===== src/rtl/amo_pkg.sv =====
`timescale 1ns / 1ps
// Shared constants, S-box table and AES round helper functions for the MMO block.
// No dependencies; imported by every module of the block.
package amo_pkg;

  localparam int ROUNDS = 10;
  localparam int CNT_W = $clog2(ROUNDS + 1);

  // Register indexes of the configuration port.
  localparam logic REG_KEY_LOW  = 1'b0;
  localparam logic REG_KEY_HIGH = 1'b1;

  typedef logic [127:0] blk_t;
  typedef logic [ROUNDS:0][127:0] rk_set_t;

  localparam logic [7:0] SBOX [0:255] = '{
    8'h63,8'h7c,8'h77,8'h7b,8'hf2,8'h6b,8'h6f,8'hc5,8'h30,8'h01,8'h67,8'h2b,8'hfe,8'hd7,8'hab,8'h76,
    8'hca,8'h82,8'hc9,8'h7d,8'hfa,8'h59,8'h47,8'hf0,8'had,8'hd4,8'ha2,8'haf,8'h9c,8'ha4,8'h72,8'hc0,
    8'hb7,8'hfd,8'h93,8'h26,8'h36,8'h3f,8'hf7,8'hcc,8'h34,8'ha5,8'he5,8'hf1,8'h71,8'hd8,8'h31,8'h15,
    8'h04,8'hc7,8'h23,8'hc3,8'h18,8'h96,8'h05,8'h9a,8'h07,8'h12,8'h80,8'he2,8'heb,8'h27,8'hb2,8'h75,
    8'h09,8'h83,8'h2c,8'h1a,8'h1b,8'h6e,8'h5a,8'ha0,8'h52,8'h3b,8'hd6,8'hb3,8'h29,8'he3,8'h2f,8'h84,
    8'h53,8'hd1,8'h00,8'hed,8'h20,8'hfc,8'hb1,8'h5b,8'h6a,8'hcb,8'hbe,8'h39,8'h4a,8'h4c,8'h58,8'hcf,
    8'hd0,8'hef,8'haa,8'hfb,8'h43,8'h4d,8'h33,8'h85,8'h45,8'hf9,8'h02,8'h7f,8'h50,8'h3c,8'h9f,8'ha8,
    8'h51,8'ha3,8'h40,8'h8f,8'h92,8'h9d,8'h38,8'hf5,8'hbc,8'hb6,8'hda,8'h21,8'h10,8'hff,8'hf3,8'hd2,
    8'hcd,8'h0c,8'h13,8'hec,8'h5f,8'h97,8'h44,8'h17,8'hc4,8'ha7,8'h7e,8'h3d,8'h64,8'h5d,8'h19,8'h73,
    8'h60,8'h81,8'h4f,8'hdc,8'h22,8'h2a,8'h90,8'h88,8'h46,8'hee,8'hb8,8'h14,8'hde,8'h5e,8'h0b,8'hdb,
    8'he0,8'h32,8'h3a,8'h0a,8'h49,8'h06,8'h24,8'h5c,8'hc2,8'hd3,8'hac,8'h62,8'h91,8'h95,8'he4,8'h79,
    8'he7,8'hc8,8'h37,8'h6d,8'h8d,8'hd5,8'h4e,8'ha9,8'h6c,8'h56,8'hf4,8'hea,8'h65,8'h7a,8'hae,8'h08,
    8'hba,8'h78,8'h25,8'h2e,8'h1c,8'ha6,8'hb4,8'hc6,8'he8,8'hdd,8'h74,8'h1f,8'h4b,8'hbd,8'h8b,8'h8a,
    8'h70,8'h3e,8'hb5,8'h66,8'h48,8'h03,8'hf6,8'h0e,8'h61,8'h35,8'h57,8'hb9,8'h86,8'hc1,8'h1d,8'h9e,
    8'he1,8'hf8,8'h98,8'h11,8'h69,8'hd9,8'h8e,8'h94,8'h9b,8'h1e,8'h87,8'he9,8'hce,8'h55,8'h28,8'hdf,
    8'h8c,8'ha1,8'h89,8'h0d,8'hbf,8'he6,8'h42,8'h68,8'h41,8'h99,8'h2d,8'h0f,8'hb0,8'h54,8'hbb,8'h16
  };

  function automatic logic [7:0] xtime(input logic [7:0] a);
    return {a[6:0], 1'b0} ^ (a[7] ? 8'h1b : 8'h00);
  endfunction

  // SubBytes followed by ShiftRows; byte i of the state is row i%4, column i/4.
  function automatic blk_t sub_shift(input blk_t s);
    blk_t t;
    for (int col = 0; col < 4; col++) begin
      for (int row = 0; row < 4; row++) begin
        t[8*(row+4*col) +: 8] = SBOX[s[8*(row+4*((col+row)%4)) +: 8]];
      end
    end
    return t;
  endfunction

  function automatic blk_t mix_columns(input blk_t s);
    blk_t t;
    logic [7:0] a0, a1, a2, a3, all;
    for (int c = 0; c < 4; c++) begin
      a0 = s[8*(4*c) +: 8];
      a1 = s[8*(4*c+1) +: 8];
      a2 = s[8*(4*c+2) +: 8];
      a3 = s[8*(4*c+3) +: 8];
      all = a0 ^ a1 ^ a2 ^ a3;
      t[8*(4*c) +: 8]   = a0 ^ all ^ xtime(a0 ^ a1);
      t[8*(4*c+1) +: 8] = a1 ^ all ^ xtime(a1 ^ a2);
      t[8*(4*c+2) +: 8] = a2 ^ all ^ xtime(a2 ^ a3);
      t[8*(4*c+3) +: 8] = a3 ^ all ^ xtime(a3 ^ a0);
    end
    return t;
  endfunction

endpackage


===== src/rtl/amo_key_exp.sv =====
`timescale 1ns / 1ps
// Key registers and a sequential AES-128 key schedule, one round key per cycle.
// Depends on amo_pkg.
module amo_key_exp
  import amo_pkg::*;
(
  input  logic        clk,
  input  logic        rst,
  input  logic        cfg_we,
  input  logic        cfg_index,
  input  logic [63:0] cfg_data,
  output rk_set_t     round_keys,
  output logic        busy
);

  logic [63:0]      key_low;
  logic [63:0]      key_high;
  blk_t             cur;
  blk_t             cur_next;
  logic [7:0]       rcon;
  logic [CNT_W-1:0] cnt;
  blk_t             store [1:ROUNDS];
  logic [7:0]       t0, t1, t2, t3;

  always_comb begin
    t0 = SBOX[cur[8*13 +: 8]] ^ rcon;
    t1 = SBOX[cur[8*14 +: 8]];
    t2 = SBOX[cur[8*15 +: 8]];
    t3 = SBOX[cur[8*12 +: 8]];
    cur_next[31:0] = cur[31:0] ^ {t3, t2, t1, t0};
    for (int w = 1; w < 4; w++) begin
      cur_next[32*w +: 32] = cur[32*w +: 32] ^ cur_next[32*(w-1) +: 32];
    end
  end

  always_ff @(posedge clk) begin
    if (rst) begin
      key_low  <= '0;
      key_high <= '0;
      cur      <= '0;
      rcon     <= 8'h01;
      cnt      <= CNT_W'(1);
      busy     <= 1'b1;
    end else if (cfg_we) begin
      // Any write restarts the schedule from the updated key.
      unique case (cfg_index)
        REG_KEY_LOW: begin
          key_low <= cfg_data;
          cur     <= {key_high, cfg_data};
        end
        REG_KEY_HIGH: begin
          key_high <= cfg_data;
          cur      <= {cfg_data, key_low};
        end
        default: ;
      endcase
      rcon <= 8'h01;
      cnt  <= CNT_W'(1);
      busy <= 1'b1;
    end else if (busy) begin
      cur  <= cur_next;
      rcon <= xtime(rcon);
      cnt  <= cnt + CNT_W'(1);
      if (cnt == CNT_W'(ROUNDS)) begin
        busy <= 1'b0;
      end
    end
  end

  always_ff @(posedge clk) begin
    if (busy && !cfg_we) begin
      store[cnt] <= cur_next;
    end
  end

  always_comb begin
    round_keys[0] = {key_high, key_low};
    for (int r = 1; r <= ROUNDS; r++) begin
      round_keys[r] = store[r];
    end
  end

endmodule


===== config.mk =====
export PLATFORM = sky130hd
export DESIGN_NAME = amo_key_exp
export DESIGN_NICKNAME = d
export VERILOG_FILES = /design/src/rtl/amo_pkg.sv /design/src/rtl/amo_key_exp.sv
export SDC_FILE = /design/constraint.sdc
export NUM_CORES = 2
export LEC_CHECK = 0
export BUFFER_PORTS_ARGS = -buffer_cell sky130_fd_sc_hd__buf_4
export CAP_MARGIN = 20
export CELL_PAD_IN_SITES_DETAIL_PLACEMENT = 1
export CELL_PAD_IN_SITES_GLOBAL_PLACEMENT = 1
export CORE_AREA = 2 2 578 580
export CTS_CLUSTER_SIZE = 25
export DETAILED_ROUTE_END_ITERATION = 10
export DIE_AREA = 0 0 580 582
export PLACE_DENSITY = 0.53
export SYNTH_ARGS = -nofsm -noshare
export SYNTH_HDL_FRONTEND = slang
export SYNTH_SLANG_ARGS = --single-unit

===== constraint.sdc =====
create_clock -name clk -period 13 [get_ports clk]
set_input_delay 0.65 -clock clk [delete_from_list [all_inputs] [get_ports clk]]
set_output_delay 0.65 -clock clk [all_outputs]
set_load 0.02 [all_outputs]

==> summary.md <==
The worst register-to-register path ends at store[7][112]. The maximum root-to-sink buffer count is 4, and the data arrival time of the critical path is 6840 ps. The required time of the critical path was 13580 ps; the DRC violation count after routing was 0. The logs give 0.190 for the proportion of power drawn by the clock network and 0.158 for the remaining max-slew budget at the tightest pin. The area added between synthesis and finish is 34.3%, and the worst-case register-to-register setup slack is 6730 ps.

The type of element launching the critical path is a flop. In the final timing run, aggregate negative setup slack is 0 ps. OpenSTA, run right after detailed placement, puts the worst setup slack at 6670 ps. Worst flop-to-flop path startpoint: cur[121].

For this run, the post-layout net count is 6799. The relative contribution of sequential cells to total power is 0.315, and the shortest period the worst path allows is 6270 ps. Setup slack closes at 6730 ps.

The number of iterations in the first detailed-routing pass is 6. The wire-length estimate of the detail-placed layout is 282 mm. The register area share after synthesis was 0.646. Yosys printed 0 warnings.

The worst hold path begins at cfg_data[61]. The number of nets handed over by synthesis was 5339. Cell internal power was estimated by the tool at 14.9 mW. For the number of setup buffers added after CTS, the log shows 0.

The number of antenna violations at the first check in global routing came out at 63. In the layout the commonest cells are buf_4 (1658), edfxtp_1 (1280), nand2_1 (496). The switching portion of total power was 0.462.

The library cell used most frequently in the layout, excluding fill and tap cells, is buf_4. At the pin with the least slew margin, the transition time is 1250 ps. The aggregate global routing overflow came out at 0.

The run finished with clean final reports. In this run the count of I/O pins placed on the die edge is 1477. The routed via count divided by cell count is 4.81, and the maximum frequency from static timing analysis is 160 MHz.

The run gives 54000 as the total vias in the final route. For this block, the routed nets add up to 391 mm of wire. The logic depth of the worst register-to-register path works out to 12. The tools report the via count of the first global-routing pass as 53700. Synthesis produced a netlist whose cell count is 5207.

Setup repair after global routing left no endpoint under its margin. The deepest level of the CTS H-tree is 4, and the power per unit of standard cell area is 304 nW/um2. The vertical die dimension was 582 um; the combinational fraction of design power was 0.496. The path with the worst hold slack has its endpoint at key_low[61]. Final cycle utilization of the critical path: 0.482. The clock-pin slew of the registers on the worst-case setup and hold paths was 60 ps. For this design, the sink count on the clock tree is 1549.

Along the worst path, the maximum fanout reaches 43. The core outline area was 332000 um2; the overall die area was 338000 um2. The worst-case IR drop observed on VDD is 0.000195 V.

Counting flops with a built-in enable in the synthesized netlist gives 1280. The tool flagged a number of max-cap violations equal to 0. The total global routing track utilization is 0.222. The fraction of layout instances using a drive strength above 1 works out to 0.327. The critical path in this run is classified as reg -> reg.

The most used flip-flop cell after synthesis is edfxtp_1. Fill cells in the final layout number 36400. From left edge to right edge, the die measures 580 um. The worst hold path belongs to the class in -> reg. The average wire length per cell after detail routing works out to 34.9 um.

The first global-routing pass estimated 516 mm of wire. The clock root buffer master was clkbuf_16. Entering global routing, the biggest net connects 97 pins. The number of cells on the worst hold path was 3; the number of different library cells in the post-synthesis netlist was 112. The congestion estimate from routability-driven global placement came to 0.938. In this run, the number of DRC markers left after iteration 0 of detailed routing was 4690.

Row generation in the floorplan step produced 212 rows. The count of buffers added on input and output ports is 1476. Summing every instance area after synthesis gives 67800 um2.

Initial standard-cell utilization of the core: 0.204. The async set or reset register ratio after synthesis works out to 0. The largest clock skew in the final design is 99.7 ps, and the setup violation total in the final timing report is 0. TritonCTS built the clock tree. For the final core area utilization, the log shows 0.274. The number of hold violations in the final report is 0. In this run the power spent charging and discharging nets is 12.8 mW. Summed over all cells, the static leakage comes to 33.3 nW. The register bit count reported by yosys came out at 1549. For the worst-skew pair, the clock arrives at the later sink with an insertion delay of 910 ps. A synthesized cell averages 13.0 um2. The tools report the number of nets still failing antenna checks after routing as 0. After clock tree synthesis, the repair step resized 0 gates. The logs give 0 for the max-slew violation count and 184 for the number of buffers created by CTS. The tools report the capturing element type of the critical path as a flop.
[per-layer routing]
| metal | part of all wire | GRT usage | wire length, um | vias to the layer above |
|---|---|---|---|---|
| met5 | 0.000018 | 0 | 7 | - |
| met4 | 0.040 | 0.0806 | 15800 | 2 |
| met3 | 0.068 | 0.0499 | 26500 | 463 |
| met2 | 0.48 | 0.375 | 189000 | 2295 |
| met1 | 0.41 | 0.275 | 160000 | 28500 |
| li1 | - | - | - | 22700 |
[critical path, stage by stage (launching register included)]
cell	delay, ps
dfxtp_1	300
buf_4	450
clkinv_1	570
ha_1	470
buf_4	340
mux2_2	380
a221o_1	370
o32a_1	360
o2111ai_1	160
o311a_1	340
xor3_2	770
xor2_4	480
xnor2_4	860
[power groups by stage]
| stage | clock (mW) | combinational, mW | sequential (mW) |
|---|---|---|---|
| after global placement | 0 | 13.5 | 8.82 |
| after global routing | 5.56 | 14.4 | 8.77 |
| after CTS | 5.41 | 13.8 | 8.72 |
| after floorplan | 0 | 5.67 | 9.05 |
| after detailed placement | 0 | 13.8 | 8.82 |
| final | 5.26 | 13.7 | 8.71 |
[per-stage QoR]
stage / hold slack [ps] / cells / cell area [um2] / total power, mW
after floorplan: 479 / 5207 / 67800 / 14.7
after global placement: 460 / 10800 / 84500 / 22.3
after detailed placement: 465 / 10800 / 84700 / 22.6
after CTS: 0.730 / 11200 / 91000 / 28.0
after global routing: 31.5 / 11200 / 91100 / 28.7
final: 63.1 / 11200 / 91100 / 27.7
[worst max path at each step]
stage | startpoint | slack, ps | to
finish | cur[121] | 6730 | store[7][112]
CTS | cur[104] | 6650 | store[10][102]
floorplan | cfg_we | 8120 | store[4][0]
detailed placement | cur[104] | 6670 | store[5][102]
global placement | cur[121] | 6210 | store[1][112]
global route | cur[104] | 6600 | store[10][102]
[cells by family (layout without fill, tap and decap cells)]
kind of cell,count (synthesis),count (layout),share of synthesized area
AO/OA/AOI/OAI,1236,1236,0.126
buffers and inverters,505,2113,0.0325
adder cells (fa/ha/maj),66,66,0.0121
AND/OR/NAND/NOR,1369,1369,0.0992
multiplexers,233,233,0.0447
other,0,16,0
flip-flops,1549,1549,0.646
XOR/XNOR,249,249,0.0392
[cell usage after synthesis, types with 32 or more instances]
master    number  area [um2]
a311oi_1      46         403
nand2_1      499        1870
a221oi_1      35         307
nor3_1        95         475
nor2_1       216         811
a21oi_1      328        1640
and2_1        46         288
a211o_1       32         280
buf_2        113         566
a211oi_1      83         623
ha_1          64         801
mux2_2        58         653
o311ai_0      35         307
o21ai_0      193         966
edfxtp_1    1280       38400
nand2b_1     115         719
nand3_1       74         370
nand4_1       36         225
xnor2_1      122        1070
buf_1         40         150
mux4_2        50        1130
clkbuf_1     242         908
o211ai_1      45         338
o22ai_1       47         294
dfxtp_1      269        5390
mux2i_1      125        1250
nor2b_1       98         613
xor2_1        89         780
a31oi_1       47         294
inv_1         61         229
[flip-flops by register name, summed over array words and instances (netlist names)]
signal	cells
cur	128
busy	1
cnt	4
rcon	8
key_high	64
key_low	64
store	1280
[final cells by class]
type	instances	area, um2	share of cell area
Tap cell	4387	5490	0.0603
Sequential cell	1549	43900	0.482
Inverter	76	289	0.00317
Antenna cell	16	40.0	0.000440
Clock buffer	215	4780	0.0525
Timing Repair Buffer	1703	13000	0.143
Clock inverter	119	1220	0.0134
Multi-Input combinational cell	3153	22400	0.246
[timing repair]
| item | 4_1_cts | 5_1_grt |
|---|---|---|
| hold buffers | 31 | 0 |
| endpoints found under the hold margin | 53 | 0 |
| setup endpoints to repair | 0 | 0 |
Note: power is estimated with default switching activity, not from simulation.
